<file path="src/sv/trial_division_factorizer_macros.svh">
// ============================================================================
// Trial division factorizer assertion macros
// Shared assertion forms for the factorizer RTL.
// ============================================================================
`ifndef TRIAL_DIVISION_FACTORIZER_MACROS_SVH
`define TRIAL_DIVISION_FACTORIZER_MACROS_SVH

// Checked on every clock edge outside of reset.
`define TDF_ASSERT(name, clk, rst, prop, msg) \
   name: assert property (@(posedge clk) disable iff (rst) prop) \
      else $error(msg);

// Checked on every clock edge, reset included.
`define TDF_ASSERT_ALWAYS(name, clk, prop, msg) \
   name: assert property (@(posedge clk) prop) \
      else $error(msg);

`endif

</file>
<file path="src/sv/tdf_pkg.sv">
`timescale 1ns / 1ps
// ============================================================================
// Trial division factorizer package
// Types and constants shared by the factorizer modules.
// ============================================================================
package tdf_pkg;

   // The first trial divisor, the first odd one after it, and the odd stride.
   localparam int unsigned FIRST_DIVISOR = 2;
   localparam int unsigned FIRST_ODD     = 3;
   localparam int unsigned CAND_STEP     = 2;

   typedef enum logic [1:0] {
      ST_IDLE,
      ST_START,
      ST_WAIT,
      ST_EMIT
   } seq_state_type;

   typedef struct packed {
      logic busy;
      logic done;
   } div_stat_type;

   typedef struct packed {
      logic valid;
      logic last;
   } res_ctl_type;

endpackage

</file>
<file path="src/sv/tdf_req_if.sv">
`timescale 1ns / 1ps
// ============================================================================
// Factorizer request channel
// Carries the value to factorize with a valid/ready handshake.
// ============================================================================
interface tdf_req_if #(
   parameter int VALUE_WIDTH = 31
);
   logic                   valid;
   logic                   ready;
   logic [VALUE_WIDTH-1:0] value;

   modport source (output valid, output value, input ready);
   modport sink   (input valid, input value, output ready);
endinterface

</file>
<file path="src/sv/tdf_rsp_if.sv">
`timescale 1ns / 1ps
// ============================================================================
// Factorizer response channel
// Carries one prime factor and a last flag with a valid/ready handshake.
// ============================================================================
interface tdf_rsp_if #(
   parameter int VALUE_WIDTH = 31
);
   logic                   valid;
   logic                   ready;
   logic [VALUE_WIDTH-1:0] factor;
   logic                   last;

   modport source (output valid, output factor, output last, input ready);
   modport sink   (input valid, input factor, input last, output ready);
endinterface

</file>
<file path="src/sv/tdf_divider.sv">
`timescale 1ns / 1ps
// ============================================================================
// Factorizer divider
// Restoring divider, one quotient bit per cycle, giving quotient and remainder.
// ============================================================================
module tdf_divider #(
   parameter int VALUE_WIDTH = 31,
   parameter int CAND_WIDTH  = 17
) (
   input  logic                       clock,
   input  logic                       reset,
   input  logic                       start,
   input  logic [VALUE_WIDTH-1:0]     dividend,
   input  logic [CAND_WIDTH-1:0]      divisor,
   output tdf_pkg::div_stat_type      stat,
   output logic [VALUE_WIDTH-1:0]     quotient,
   output logic [CAND_WIDTH-1:0]      remainder
);

   localparam int CNT_WIDTH = $clog2(VALUE_WIDTH);

   logic                   busy_ff, busy_in;
   logic                   done_ff, done_in;
   logic [CNT_WIDTH-1:0]   cnt_ff, cnt_in;
   logic [VALUE_WIDTH-1:0] quo_ff, quo_in;
   logic [CAND_WIDTH-1:0]  part_ff, part_in;
   logic [CAND_WIDTH-1:0]  dsr_ff, dsr_in;

   logic [CAND_WIDTH:0]    trial;
   logic [CAND_WIDTH:0]    diff;
   logic                   fits;

   // The dividend register shifts out its top bit as quotient bits shift in.
   assign trial = {part_ff, quo_ff[VALUE_WIDTH-1]};
   assign diff  = trial - {1'b0, dsr_ff};
   assign fits  = trial >= {1'b0, dsr_ff};

   always_comb begin
      busy_in = busy_ff;
      done_in = 1'b0;
      cnt_in  = cnt_ff;
      quo_in  = quo_ff;
      part_in = part_ff;
      dsr_in  = dsr_ff;
      if (start) begin
         busy_in = 1'b1;
         cnt_in  = '0;
         quo_in  = dividend;
         part_in = '0;
         dsr_in  = divisor;
      end else if (busy_ff) begin
         quo_in  = {quo_ff[VALUE_WIDTH-2:0], fits};
         part_in = fits ? diff[CAND_WIDTH-1:0] : trial[CAND_WIDTH-1:0];
         cnt_in  = cnt_ff + CNT_WIDTH'(1);
         if (cnt_ff == CNT_WIDTH'(VALUE_WIDTH - 1)) begin
            busy_in = 1'b0;
            done_in = 1'b1;
         end
      end
   end

   always_ff @(posedge clock) begin
      if (reset) begin
         busy_ff <= 1'b0;
         done_ff <= 1'b0;
         cnt_ff  <= '0;
      end else begin
         busy_ff <= busy_in;
         done_ff <= done_in;
         cnt_ff  <= cnt_in;
      end
      quo_ff  <= quo_in;
      part_ff <= part_in;
      dsr_ff  <= dsr_in;
   end

   assign stat.busy = busy_ff;
   assign stat.done = done_ff;
   assign quotient  = quo_ff;
   assign remainder = part_ff;

endmodule

</file>
<file path="src/sv/tdf_seq.sv">
`timescale 1ns / 1ps
// ============================================================================
// Factorizer sequencer
// Steps the trial divisor and drives the divider, one trial at a time.
// ============================================================================
`include "trial_division_factorizer_macros.svh"

module tdf_seq #(
   parameter int VALUE_WIDTH = 31,
   parameter int CAND_WIDTH  = 17
) (
   input  logic                       clock,
   input  logic                       reset,
   input  logic                       req_valid,
   output logic                       req_ready,
   input  logic [VALUE_WIDTH-1:0]     req_value,
   output tdf_pkg::res_ctl_type       res_ctl,
   output logic [VALUE_WIDTH-1:0]     res_factor,
   input  logic                       res_ready,
   output logic                       div_start,
   output logic [VALUE_WIDTH-1:0]     div_dividend,
   output logic [CAND_WIDTH-1:0]      div_divisor,
   input  tdf_pkg::div_stat_type      div_stat,
   input  logic [VALUE_WIDTH-1:0]     div_quotient,
   input  logic [CAND_WIDTH-1:0]      div_remainder
);

   tdf_pkg::seq_state_type state_ff, state_in;
   logic [VALUE_WIDTH-1:0] rem_ff, rem_in;
   logic [CAND_WIDTH-1:0]  cand_ff, cand_in;
   logic [VALUE_WIDTH-1:0] factor_ff, factor_in;
   logic                   last_ff, last_in;

   logic [VALUE_WIDTH-1:0] cand_ext;
   logic [CAND_WIDTH-1:0]  cand_next;
   logic                   cand_is_first;
   logic                   cand_fits;
   logic                   divides;
   logic                   quo_is_one;
   logic                   value_small;

   assign cand_ext      = VALUE_WIDTH'(cand_ff);
   assign cand_is_first = cand_ff == CAND_WIDTH'(tdf_pkg::FIRST_DIVISOR);
   assign cand_next     = cand_is_first ? CAND_WIDTH'(tdf_pkg::FIRST_ODD)
                                        : cand_ff + CAND_WIDTH'(tdf_pkg::CAND_STEP);
   // The trial goes on while the candidate does not exceed remaining / candidate.
   assign cand_fits     = cand_ext <= div_quotient;
   assign divides       = div_remainder == '0;
   assign quo_is_one    = div_quotient == VALUE_WIDTH'(1);
   assign value_small   = req_value < VALUE_WIDTH'(tdf_pkg::FIRST_DIVISOR);

   always_comb begin
      state_in = state_ff;
      unique case (state_ff)
         tdf_pkg::ST_IDLE: begin
            if (req_valid) begin
               state_in = value_small ? tdf_pkg::ST_EMIT : tdf_pkg::ST_START;
            end
         end
         tdf_pkg::ST_START: begin
            state_in = tdf_pkg::ST_WAIT;
         end
         tdf_pkg::ST_WAIT: begin
            if (div_stat.done) begin
               state_in = (cand_fits && !divides) ? tdf_pkg::ST_START : tdf_pkg::ST_EMIT;
            end
         end
         tdf_pkg::ST_EMIT: begin
            if (res_ready) begin
               state_in = last_ff ? tdf_pkg::ST_IDLE : tdf_pkg::ST_START;
            end
         end
         default: begin
            state_in = tdf_pkg::ST_IDLE;
         end
      endcase
   end

   always_comb begin
      rem_in    = rem_ff;
      cand_in   = cand_ff;
      factor_in = factor_ff;
      last_in   = last_ff;
      req_ready = 1'b0;
      div_start = 1'b0;
      res_ctl.valid = 1'b0;
      res_ctl.last  = last_ff;
      unique case (state_ff)
         tdf_pkg::ST_IDLE: begin
            req_ready = 1'b1;
            if (req_valid) begin
               rem_in    = req_value;
               cand_in   = CAND_WIDTH'(tdf_pkg::FIRST_DIVISOR);
               factor_in = '0;
               last_in   = value_small;
            end
         end
         tdf_pkg::ST_START: begin
            div_start = 1'b1;
         end
         tdf_pkg::ST_WAIT: begin
            if (div_stat.done) begin
               if (cand_fits) begin
                  if (divides) begin
                     rem_in    = div_quotient;
                     factor_in = cand_ext;
                     last_in   = quo_is_one;
                  end else begin
                     cand_in = cand_next;
                  end
               end else begin
                  // No divisor left below the square root: what remains is prime.
                  factor_in = rem_ff;
                  last_in   = 1'b1;
               end
            end
         end
         tdf_pkg::ST_EMIT: begin
            res_ctl.valid = 1'b1;
         end
         default: begin
            req_ready = 1'b0;
         end
      endcase
   end

   assign res_factor   = factor_ff;
   assign div_dividend = rem_ff;
   assign div_divisor  = cand_ff;

   always_ff @(posedge clock) begin
      if (reset) begin
         state_ff <= tdf_pkg::ST_IDLE;
         rem_ff   <= '0;
         cand_ff  <= CAND_WIDTH'(tdf_pkg::FIRST_DIVISOR);
      end else begin
         state_ff <= state_in;
         rem_ff   <= rem_in;
         cand_ff  <= cand_in;
      end
      factor_ff <= factor_in;
      last_ff   <= last_in;
   end

   `TDF_ASSERT_ALWAYS(a_reset_idle, clock, reset |=> (state_ff == tdf_pkg::ST_IDLE), "sequencer not idle after reset")
   `TDF_ASSERT(a_start_free, clock, reset, div_start |-> !div_stat.busy, "division started while the divider is busy")
   `TDF_ASSERT(a_done_wait, clock, reset, div_stat.done |-> (state_ff == tdf_pkg::ST_WAIT), "division finished outside the wait state")
   `TDF_ASSERT(a_cand_odd, clock, reset, (state_ff != tdf_pkg::ST_IDLE) |-> (cand_is_first || cand_ff[0]), "trial divisor is even and not the first")
   `TDF_ASSERT(a_accept_busy, clock, reset, (req_valid && req_ready) |=> !req_ready, "new request taken while one is in work")

endmodule

</file>
<file path="src/sv/trial_division_factorizer.sv">
`timescale 1ns / 1ps
// ============================================================================
// Trial division factorizer
// Emits the prime factors of each request value in ascending order.
// ============================================================================
//
//   Channel  Dir  Payload              Transfer
//   req_chan in   value                valid && ready
//   rsp_chan out  factor, last         valid && ready
//
// Each trial divisor takes one run of the bit-serial divider, and a prime
// near 2^31 needs some 23,000 trials.
// Values 0 and 1 give one response (factor 0, last set).
// One request is in work at a time; req_chan is ready only when it is done.
// The response register lets the sequencer finish a factor while the
// previous one waits; a stalled rsp_chan holds the sequencer after that.
// Reset is synchronous and leaves the block idle at once.
//
module trial_division_factorizer #(
   parameter int VALUE_WIDTH = 31
) (
   input  logic      clock,
   input  logic      reset,
   tdf_req_if.sink   req_chan,
   tdf_rsp_if.source rsp_chan
);

   localparam int CAND_WIDTH = (VALUE_WIDTH + 1) / 2 + 1;

   tdf_pkg::res_ctl_type   res_ctl;
   logic [VALUE_WIDTH-1:0] res_factor;
   logic                   res_ready;

   tdf_pkg::div_stat_type  div_stat;
   logic                   div_start;
   logic [VALUE_WIDTH-1:0] div_dividend;
   logic [CAND_WIDTH-1:0]  div_divisor;
   logic [VALUE_WIDTH-1:0] div_quotient;
   logic [CAND_WIDTH-1:0]  div_remainder;

   logic                   rsp_valid_ff, rsp_valid_in;
   logic [VALUE_WIDTH-1:0] rsp_factor_ff, rsp_factor_in;
   logic                   rsp_last_ff, rsp_last_in;

   tdf_seq #(
      .VALUE_WIDTH (VALUE_WIDTH),
      .CAND_WIDTH  (CAND_WIDTH)
   ) u_seq (
      .clock         (clock),
      .reset         (reset),
      .req_valid     (req_chan.valid),
      .req_ready     (req_chan.ready),
      .req_value     (req_chan.value),
      .res_ctl       (res_ctl),
      .res_factor    (res_factor),
      .res_ready     (res_ready),
      .div_start     (div_start),
      .div_dividend  (div_dividend),
      .div_divisor   (div_divisor),
      .div_stat      (div_stat),
      .div_quotient  (div_quotient),
      .div_remainder (div_remainder)
   );

   tdf_divider #(
      .VALUE_WIDTH (VALUE_WIDTH),
      .CAND_WIDTH  (CAND_WIDTH)
   ) u_divider (
      .clock     (clock),
      .reset     (reset),
      .start     (div_start),
      .dividend  (div_dividend),
      .divisor   (div_divisor),
      .stat      (div_stat),
      .quotient  (div_quotient),
      .remainder (div_remainder)
   );

   // The response register takes a new factor when empty or being drained.
   assign res_ready = !rsp_valid_ff || rsp_chan.ready;

   always_comb begin
      rsp_valid_in  = rsp_valid_ff;
      rsp_factor_in = rsp_factor_ff;
      rsp_last_in   = rsp_last_ff;
      if (res_ready) begin
         rsp_valid_in  = res_ctl.valid;
         rsp_factor_in = res_factor;
         rsp_last_in   = res_ctl.last;
      end
   end

   always_ff @(posedge clock) begin
      if (reset) begin
         rsp_valid_ff <= 1'b0;
      end else begin
         rsp_valid_ff <= rsp_valid_in;
      end
      rsp_factor_ff <= rsp_factor_in;
      rsp_last_ff   <= rsp_last_in;
   end

   assign rsp_chan.valid  = rsp_valid_ff;
   assign rsp_chan.factor = rsp_factor_ff;
   assign rsp_chan.last   = rsp_last_ff;

endmodule
</file>
<file path="src/flat_wrapper.sv">
// flat-port wrapper written by rule: the top's interface ports become plain ports
module trial_division_factorizer_flat 
#(
   parameter int VALUE_WIDTH = 31
)
  (clock, reset, req_chan_valid, req_chan_value, req_chan_ready, rsp_chan_valid, rsp_chan_factor, rsp_chan_last, rsp_chan_ready);
  tdf_req_if #(.VALUE_WIDTH(VALUE_WIDTH)) req_chan_i ();
  tdf_rsp_if #(.VALUE_WIDTH(VALUE_WIDTH)) rsp_chan_i ();
  input  logic clock;
  input  logic reset;
  input wire logic [$bits(req_chan_i.valid)-1:0] req_chan_valid;
  input wire logic [$bits(req_chan_i.value)-1:0] req_chan_value;
  output wire logic [$bits(req_chan_i.ready)-1:0] req_chan_ready;
  output wire logic [$bits(rsp_chan_i.valid)-1:0] rsp_chan_valid;
  output wire logic [$bits(rsp_chan_i.factor)-1:0] rsp_chan_factor;
  output wire logic [$bits(rsp_chan_i.last)-1:0] rsp_chan_last;
  input wire logic [$bits(rsp_chan_i.ready)-1:0] rsp_chan_ready;
  assign req_chan_i.valid = req_chan_valid;
  assign req_chan_i.value = req_chan_value;
  assign req_chan_ready = req_chan_i.ready;
  assign rsp_chan_valid = rsp_chan_i.valid;
  assign rsp_chan_factor = rsp_chan_i.factor;
  assign rsp_chan_last = rsp_chan_i.last;
  assign rsp_chan_i.ready = rsp_chan_ready;
  trial_division_factorizer #(.VALUE_WIDTH(VALUE_WIDTH)) u_core (.clock(clock), .reset(reset), .req_chan(req_chan_i), .rsp_chan(rsp_chan_i));
endmodule
</file>
<file path="config.mk">
export PLATFORM = sky130hd
export DESIGN_NAME = trial_division_factorizer_flat
export DESIGN_NICKNAME = d
export VERILOG_FILES = /design/src/sv/tdf_pkg.sv /design/src/sv/tdf_req_if.sv /design/src/sv/tdf_rsp_if.sv /design/src/sv/tdf_divider.sv /design/src/sv/tdf_seq.sv /design/src/sv/trial_division_factorizer.sv /design/src/flat_wrapper.sv
export VERILOG_INCLUDE_DIRS = /design/src /design/src/sv
export SDC_FILE = /design/constraint.sdc
export NUM_CORES = 1
export LEC_CHECK = 0
export ABC_CLOCK_PERIOD_IN_PS = 5700
export BUFFER_PORTS_ARGS = -buffer_cell sky130_fd_sc_hd__buf_2
export CORE_MARGIN = 2
export CORE_UTILIZATION = 55
export CTS_CLUSTER_DIAMETER = 100
export DETAILED_ROUTE_END_ITERATION = 16
export GPL_TIMING_DRIVEN = 0
export PLACE_DENSITY = 0.74
export SLEW_MARGIN = 40
export SYNTH_ARGS = -nofsm -noshare
export SYNTH_HDL_FRONTEND = slang
export SYNTH_SLANG_ARGS = --single-unit
export TNS_END_PERCENT = 50
</file>
<file path="constraint.sdc">
create_clock -name clock -period 5.7 [get_ports clock]
set_input_delay 1.14 -clock clock [delete_from_list [all_inputs] [get_ports clock]]
set_output_delay 1.14 -clock clock [all_outputs]
set_load 0.02 [all_outputs]
</file>
==> results.json, run 1 <==
{
  "period_minus_slack_ns": 3.43,
  "hpwl_um": 17500,
  "setup_viol": 0,
  "combPwrFrac_pct": 25.1,
  "relSlewSlack_pct": 46.2,
  "post-route-util_pct": 63.8,
  "drt-total-wl_um": 23900,
  "p_int_w": 0.00258,
  "drive_gt1_share_pct": 12.7,
  "drt-initial-drc-count": 829,
  "cp_max_fo": 10,
  "clockPowerShare_pct": 31.2,
  "crit_slowest_cell": "dfxtp_1",
  "mappedNetlistArea_mm2": 0.00913,
  "swShare_pct": 34.8,
  "path_class": "register to register",
  "tightest_slew_ns": 0.806,
  "die_y_um": 133,
  "p_leak_nw": 4.17,
  "numCtsBuffers": 17,
  "post_drt_via_cell_ratio": 6.00,
  "fin_nets": 1088,
  "yosysSeqAreaShare_pct": 53.3,
  "setup.worst_path.end_class": "register",
  "fp-row-count": 47,
  "cts_tree": "yes",
  "syn_nets": 997,
  "grt-ovfl-total": 0,
  "hold_viol": 0,
  "cap_violations": 0,
  "max_freq_ghz": 0.291,
  "final_common_cell": "nand2_1",
  "grt_pass1_wl_um": 37400,
  "grt_max_degree": 32,
  "postCtsSetupBuffers": 0,
  "routabilityCongestion": 0.950,
  "instances_no_fill": 1248,
  "io_buffers": 68,
  "p_seq_share_pct": 43.7,
  "clockBufferDepth": 2,
  "io_pins": 69,
  "finalClockSkew_ns": 0.0106,
  "slowest_delay_ns": 0.55,
  "power_w": 0.00396,
  "p_per_area_mw_per_mm2": 378,
  "status": "finished clean",
  "clock_latency_ns": 0.44,
  "hold_buffers": 0,
  "drtAntennaViolNets": 0,
  "dieArea_mm2": 0.0176,
  "setup-tns-final_ns": 0,
  "ys_warn_count": 0,
  "ys_async_sr_fraction_pct": 0,
  "r2r_cells": 9,
  "yosys.area.top_type": "edfxtp_1",
  "vias": 7484,
  "layout_common_cells": "nand2_1, edfxtp_1, nor2_1",
  "antenna_found_initial": 0,
  "hold_depth": 0,
  "die_w_um": 133,
  "grtUsageTotal_pct": 27.5,
  "dp.cells": 1216,
  "grt_pass1_vias": 6863,
  "path_cells": "ha_1 -> a211oi_1 -> nand2_1 -> a211oi_2 -> a221oi_1 -> o31ai_4 -> clkbuf_1 -> nor2_1 -> a311oi_1",
  "crit_required_ns": 6.03,
  "synthCells": 924,
  "post_cts_resized": 0,
  "timing.hold.ws_ns": 0.422,
  "htree_levels": 4,
  "clock-sinks": 187,
  "synth-edff-count": 112,
  "ir_drop_mv": 0.235,
  "area_growth_pct": 14.6,
  "ys_types": 65,
  "synthFlopType": "edfxtp_1",
  "min_period_over_period_pct": 60.2,
  "holdCritPathClass": "register to register",
  "slew_viol_final": 0,
  "ys_ff_latch": 187,
  "antenna_cells": 0,
  "arrival_ns": 3.76,
  "wl_per_cell_um": 19.2,
  "synth.avg_cell_area_um2": 9.88,
  "synth_top_area_share_pct": 36.8,
  "dr.pass1.iters": 5,
  "initial_utilization_pct": 55.6,
  "power.switching_w": 0.00137,
  "core-area_mm2": 0.0164,
  "cts_root_buf": "clkbuf_16",
  "path_clk_slew_ns": 0.08,
  "yosys-top-cells-area": "edfxtp_1, dfxtp_1, nand2_1, ha_1, nor2_1",
  "drcViolationCount": 0,
  "cp-start-kind": "register",
  "rsz0062_at_grt": "no"
}
## synthesized netlist by cell type, types with 9 or more instances
cell type  count
nor2_1       101
dfxtp_1       75
nor3_1        14
a21o_1         9
mux2i_1       16
inv_1         53
nor4_1        24
a21oi_1       27
clkbuf_1      37
nand2_1      162
nand3_1       18
edfxtp_1     112
xnor2_1       12
o21ai_0       39
ha_1          37
and3_1        20
nand4_1       12
a311oi_1      42
## cell type report
cell class                      count  area, um^2
Tap cell                          220         275
Timing Repair Buffer               72         403
Fill cell                        1348        5950
Clock inverter                     15         200
Sequential cell                   187        4860
Multi-Input combinational cell    636        3910
Buffer                             47         185
Clock buffer                       17         425
Inverter                           54         203
## sequential cells by signal, indices dropped and copies added (netlist names)
signal / flops
u_core.u_divider.done_ff: 1
u_core.u_seq.state_ff: 2
u_core.u_divider.busy_ff: 1
u_core.rsp_chan.valid: 1
u_core.rsp_chan.last: 1
u_core.u_divider.remainder: 17
u_core.u_divider.cnt_ff: 5
u_core.u_seq.last_ff: 1
u_core.u_seq.res_factor: 31
u_core.rsp_chan.factor: 31
u_core.u_seq.div_divisor: 17
u_core.u_divider.quotient: 31
u_core.u_divider.dsr_ff: 17
u_core.u_seq.div_dividend: 31
## cells by family after synthesis
group | count (synthesis) | synth area share, %
AND/OR/NAND/NOR | 390 | 19.7
multiplexers | 17 | 1.88
buffers and inverters | 101 | 4.23
adder cells (fa/ha/maj) | 38 | 5.29
flip-flops | 187 | 53.3
AO/OA/AOI/OAI | 174 | 14.0
XOR/XNOR | 17 | 1.63
## layer usage
metal	GRT usage (%)	routed length (um)	vias up
met5	0	0	-
li1	-	-	3557
met2	41.8	10700	372
met4	8.90	529	0
met3	4.18	2000	41
met1	40.5	10600	3514
## path summary, 6_finish.rpt
| check | startpoint | to | slack, ns |
|---|---|---|---|
| max | u_core.u_seq.div_divisor[14] | u_core.u_seq.div_dividend[26] | 2.27 |
| min | u_core.u_seq.res_factor[7] | u_core.rsp_chan.factor[7] | 0.42 |
| max reg2reg | u_core.u_seq.div_divisor[14] | u_core.u_seq.div_dividend[26] | 2.27 |
| min reg2reg | u_core.u_seq.res_factor[7] | u_core.rsp_chan.factor[7] | 0.42 |
## power groups by stage
stage          Clock (W)  Sequential [W]  Combinational (W)
2_1_floorplan          0         0.00173           0.000708
3_3_place_gp           0         0.00175           0.000942
3_5_place_dp           0         0.00175           0.000969
4_1_cts          0.00124         0.00172           0.000978
5_1_grt          0.00129         0.00174            0.00110
6_report         0.00123         0.00173           0.000994
## metrics by stage
step / area [um^2] / setup WS [ns]
after floorplan: 9130 / 1.86
after global routing: 10500 / 2.03
after CTS: 10500 / 2.15
after detailed placement: 9830 / 2.20
final: 10500 / 2.27
after global placement: 9750 / 0.798
## critical path, delay by kind of cell, from the launching register on
kind,cells,cell delay (ns)
AOI/OAI and AO/OA,5,1.77
DFF,1,0.55
buffers and inverters,1,0.45
adders and majority gates,1,0.34
and+or+nand+nor,2,0.20
Note: power is estimated with default switching activity, not from simulation.
==> run 2: changes to the inputs <==
--- a/config.mk
+++ b/config.mk
@@ -6,14 +6,14 @@
 export SDC_FILE = /design/constraint.sdc
 export NUM_CORES = 1
 export LEC_CHECK = 0
-export ABC_CLOCK_PERIOD_IN_PS = 5700
+export ABC_CLOCK_PERIOD_IN_PS = 3000
 export BUFFER_PORTS_ARGS = -buffer_cell sky130_fd_sc_hd__buf_2
 export CORE_MARGIN = 2
 export CORE_UTILIZATION = 55
 export CTS_CLUSTER_DIAMETER = 100
 export DETAILED_ROUTE_END_ITERATION = 16
 export GPL_TIMING_DRIVEN = 0
-export PLACE_DENSITY = 0.74
+export PLACE_DENSITY = 0.77
 export SLEW_MARGIN = 40
 export SYNTH_ARGS = -nofsm -noshare
 export SYNTH_HDL_FRONTEND = slang
==> constraint.sdc (replaced) <==
create_clock -name clock -period 3 [get_ports clock]
set_input_delay 0.6 -clock clock [delete_from_list [all_inputs] [get_ports clock]]
set_output_delay 0.6 -clock clock [all_outputs]
set_load 0.02 [all_outputs]
==> results.json, run 2 (synthesis gave the netlist of run 1 again) <==
{
  "io_buffers": 68,
  "power.switching_w": 0.00266,
  "grt_pass1_wl_um": 38100,
  "io_pins": 69,
  "regArea_mm2": 0.00487,
  "cts_root_buf": "clkbuf_16",
  "slew_viol_final": 0,
  "post_drt_via_cell_ratio": 6.13,
  "p_leak_nw": 4.31,
  "grtUsageTotal_pct": 27.7,
  "clock_latency_ns": 0.45,
  "setup.worst_path.end_class": "register",
  "final_common_cell": "nand2_1",
  "drive_gt1_share_pct": 17.4,
  "p_int_w": 0.00501,
  "initial_utilization_pct": 55.6,
  "min_period_over_period_pct": 99.7,
  "drt-total-wl_um": 24500,
  "grt_pass1_vias": 7059,
  "antenna_cells": 0,
  "clockBufferDepth": 2,
  "fill_cells": 1240,
  "drtAntennaViolNets": 0,
  "clockPowerShare_pct": 30.5,
  "tightest_slew_ns": 0.861,
  "arrival_ns": 3.15,
  "grt-ovfl-total": 0,
  "dieArea_mm2": 0.0176,
  "cap_violations": 0,
  "reg2reg_slack_ns": 0.008,
  "cts_tree": "yes",
  "dp.cells": 1215,
  "timing.hold.ws_ns": 0.421,
  "hold_buffers": 0,
  "swShare_pct": 34.7,
  "hpwl_um": 17300,
  "routabilityCongestion": 0.951,
  "fp-row-count": 47,
  "antenna_found_initial": 1,
  "multiInputGateArea_mm2": 0.00408,
  "holdCritPathClass": "input port to register",
  "area_growth_pct": 18.8,
  "path_class": "register to register",
  "relSlewSlack_pct": 42.0,
  "grt_max_degree": 32,
  "die_w_um": 133,
  "instances_no_fill": 1270,
  "max_freq_ghz": 0.334,
  "period_minus_slack_ns": 2.99,
  "layout_common_cells": "nand2_1, edfxtp_1, nor2_1",
  "core-area_mm2": 0.0164,
  "numCtsBuffers": 17,
  "combPwrFrac_pct": 26.6,
  "path_clk_slew_ns": 0.08,
  "p_seq_share_pct": 42.8,
  "die_y_um": 133,
  "hold_viol": 0,
  "dr.pass1.iters": 9,
  "wl_per_cell_um": 19.3,
  "finalClockSkew_ns": 0.0112,
  "cp_max_fo": 18,
  "htree_levels": 4,
  "fin_nets": 1110,
  "drt-initial-drc-count": 885,
  "drcViolationCount": 0,
  "status": "finished clean",
  "cp-start-kind": "register",
  "p_per_area_mw_per_mm2": 708,
  "ir_drop_mv": 0.395,
  "vias": 7779,
  "clock-sinks": 187,
  "setup_viol": 0,
  "crit_required_ns": 3.16
}
==> run 2: power by group through the flow <==
| stage | clock network [W] | logic (W) | registers [W] |
|---|---|---|---|
| 2_1_floorplan | 0 | 0.00135 | 0.00328 |
| 3_3_place_gp | 0 | 0.00179 | 0.00332 |
| 3_5_place_dp | 0 | 0.00186 | 0.00333 |
| 4_1_cts | 0.00235 | 0.00189 | 0.00327 |
| 5_1_grt | 0.00244 | 0.00226 | 0.00331 |
| 6_report | 0.00234 | 0.00204 | 0.00329 |
==> run 2: final timing paths <==
kind | cells past startpoint | start | endpoint
max reg2reg | 10 | u_core.u_seq.div_divisor[6] | u_core.u_seq.res_factor[2]
min reg2reg | 0 | u_core.u_seq.res_factor[8] | u_core.rsp_chan.factor[8]
max | 10 | u_core.u_seq.div_divisor[6] | u_core.u_seq.res_factor[2]
min | 3 | req_chan_value[0] | u_core.u_seq.div_dividend[0]
==> run 2: area by class of cell <==
| type | count | share of cell area, % |
|---|---|---|
| Buffer | 46 | 1.94 |
| Clock buffer | 17 | 3.92 |
| Clock inverter | 15 | 1.85 |
| Inverter | 54 | 1.87 |
| Multi-Input combinational cell | 637 | 37.6 |
| Sequential cell | 187 | 44.9 |
| Tap cell | 220 | 2.54 |
| Timing Repair Buffer | 94 | 5.38 |
==> run 2: timing repair <==
action | CTS | global route
pin swaps | 4 | 18
buffers inserted | 3 | 20
setup endpoints to repair | 100 | 65
gates cloned | 0 | 1
gates resized for setup | 16 | 44
==> run 2: per-layer routing <==
metal / wire [um] / global-route usage, %
met1: 10300 / 38.7
met5: 0 / 0
met4: 805 / 9.38
met3: 2270 / 6.32
met2: 11200 / 42.8
==> run 2: stage by stage <==
stage	cell area, um^2	setup WS, ns	power (W)	setup TNS (ns)	utilization (%)
after global placement	9760	-0.530	0.00511	-29.32	59.5
after CTS	10600	-0.0463	0.00751	-0.0940	64.3
after floorplan	9140	0.133	0.00463	0	-
final	10800	0.00787	0.00768	0	66.1
after global routing	10800	-0.0463	0.00802	-0.887	66.1
after detailed placement	9840	-0.382	0.00518	-21.07	60.0
==> run 2: worst max-delay path: stages, from the launching register on <==
cell and delay, ns:
dfxtp_1 0.46, ha_1 0.39, nand4_1 0.20, a21oi_1 0.28, o31ai_4 0.12, buf_4 0.18, a211oi_4 0.35, o211ai_1 0.18
a21oi_4 0.19, buf_8 0.18, buf_16 0.17
==> run 3: changes to the inputs <==
--- a/config.mk
+++ b/config.mk
@@ -17,5 +17,6 @@
 export SLEW_MARGIN = 40
 export SYNTH_ARGS = -nofsm -noshare
 export SYNTH_HDL_FRONTEND = slang
+export SYNTH_HIERARCHICAL = 1
 export SYNTH_SLANG_ARGS = --single-unit
 export TNS_END_PERCENT = 50
==> results.json, run 3 <==
{
  "status": "finished clean",
  "grtUsageTotal_pct": 25.4,
  "hpwl_um": 16000,
  "wl_per_cell_um": 19.1,
  "drtAntennaViolNets": 0,
  "rsz0062_at_grt": "yes",
  "syn_nets": 901,
  "hold_viol": 0,
  "clock-sinks": 187,
  "cap_violations": 0,
  "cp_max_fo": 31,
  "power.switching_w": 0.00295,
  "numCtsBuffers": 17,
  "grt-ovfl-total": 0,
  "final_common_cell": "edfxtp_1",
  "max_freq_ghz": 0.343,
  "place_ws_ns": -0.665,
  "p_seq_share_pct": 42.6,
  "tightest_slew_ns": 0.774,
  "min_period_over_period_pct": 97.2,
  "finalClockSkew_ns": 0.0120,
  "clock_latency_ns": 0.44,
  "io_pins": 69,
  "core-area_mm2": 0.0164,
  "layout_setup_ws_ns": 0.0855,
  "holdCritPathClass": "register to register",
  "routabilityCongestion": 0.911,
  "slew_viol_final": 0,
  "area_growth_pct": 14.8,
  "antenna_found_initial": 0,
  "drive_gt1_share_pct": 20.5,
  "synth.avg_cell_area_um2": 11.1,
  "swShare_pct": 35.8,
  "clockBufferDepth": 2,
  "reg2reg_slack_ns": 0.09,
  "post_drt_via_cell_ratio": 5.99,
  "timing.hold.ws_ns": 0.416,
  "cts_root_buf": "clkbuf_16",
  "path_class": "register to register",
  "drt-total-wl_um": 22200,
  "ys_warn_count": 6,
  "relSlewSlack_pct": 48.4,
  "ir_drop_mv": 0.407,
  "clockPowerShare_pct": 26.7,
  "grt_pass1_wl_um": 34500,
  "period_minus_slack_ns": 2.91,
  "fin_nets": 998,
  "p_int_w": 0.00529,
  "antenna_cells": 0,
  "post-route-util_pct": 64.1,
  "vias": 6942,
  "cp-start-kind": "register",
  "fill_cells": 1281,
  "fp-row-count": 47,
  "p_leak_nw": 4.11,
  "grt_pass1_vias": 6275,
  "initial_utilization_pct": 55.8,
  "p_per_area_mw_per_mm2": 784,
  "setup_viol": 0,
  "dieArea_mm2": 0.0177,
  "layout_common_cells": "edfxtp_1, nor2_1, buf_2",
  "arrival_ns": 2.99,
  "dr.pass1.iters": 5,
  "drt-initial-drc-count": 733,
  "io_buffers": 68,
  "grt_max_degree": 36,
  "combPwrFrac_pct": 30.8,
  "setup.worst_path.end_class": "register",
  "mappedNetlistArea_mm2": 0.00915,
  "cts_tree": "yes",
  "die_y_um": 133,
  "synthCells": 828,
  "htree_levels": 4,
  "drcViolationCount": 0,
  "die_w_um": 133,
  "path_clk_slew_ns": 0.07,
  "crit_required_ns": 3.07
}
[run 3: routing by layer]
metal  global-route usage, %  vias up  share of wire [%]
met5                       0        -                  0
li1                        -     3293                  -
met3                    6.74       39                9.4
met4                    8.36        0                2.1
met1                    36.5     3277                 45
met2                    37.7      333                 44
[run 3: power groups by stage]
stage	clock [W]	combinational, W	sequential, W
3_5_place_dp	0	0.00241	0.00355
2_1_floorplan	0	0.00177	0.00350
5_1_grt	0.00233	0.00276	0.00355
6_report	0.00220	0.00253	0.00351
3_3_place_gp	0	0.00234	0.00355
4_1_cts	0.00223	0.00244	0.00350
[run 3: worst paths after layout]
path              cells after the start                           end                        start
setup / recovery                      6  u_core/u_divider/quotient[5]     u_core/u_seq/state_ff[1]
setup reg to reg                      6  u_core/u_divider/quotient[5]     u_core/u_seq/state_ff[1]
hold reg to reg                       0    u_core/rsp_chan.factor[28]  u_core/u_seq/res_factor[28]
hold / removal                        0    u_core/rsp_chan.factor[28]  u_core/u_seq/res_factor[28]
[run 3: layout make-up]
cell class	count	area, um^2	share of cell area [%]
inverters	46	173	1.64
clock buffers	17	425	4.05
multi-input cells	555	3960	37.7
well taps	220	275	2.62
repair buffers	77	428	4.07
clock inverters	15	171	1.63
plain buffers	41	210	2.00
flip-flops and latches	187	4870	46.3
[run 3: metrics by stage]
step | total power (W) | instances | area, um^2 | TNS, ns
after global routing | 0.00865 | 1158 | 10500 | -0.320
final | 0.00823 | 1158 | 10500 | 0
after CTS | 0.00818 | 1150 | 10400 | 0
after floorplan | 0.00527 | 828 | 9160 | 0
after detailed placement | 0.00596 | 1117 | 9820 | -24.23
after global placement | 0.00588 | 1116 | 9780 | -71.77
[run 3: critical path, cell delays in order, from the launching register on]
cell      delay (ns)
dfxtp_1         0.42
buf_2           0.33
buf_2           0.40
nor2b_4         0.17
nor2_1          0.31
clkbuf_1        0.45
inv_2           0.43
[run 3: repair_timing]
| item | 4_1_cts | 5_1_grt |
|---|---|---|
| hold buffers | 0 | 0 |
| buffers inserted | 0 | 8 |
| pin swaps | 1 | 1 |
| gates cloned | 1 | 0 |
| endpoints found under the hold margin | 0 | 0 |
| gates resized for setup | 5 | 7 |
| endpoints found under the setup margin | 73 | 112 |
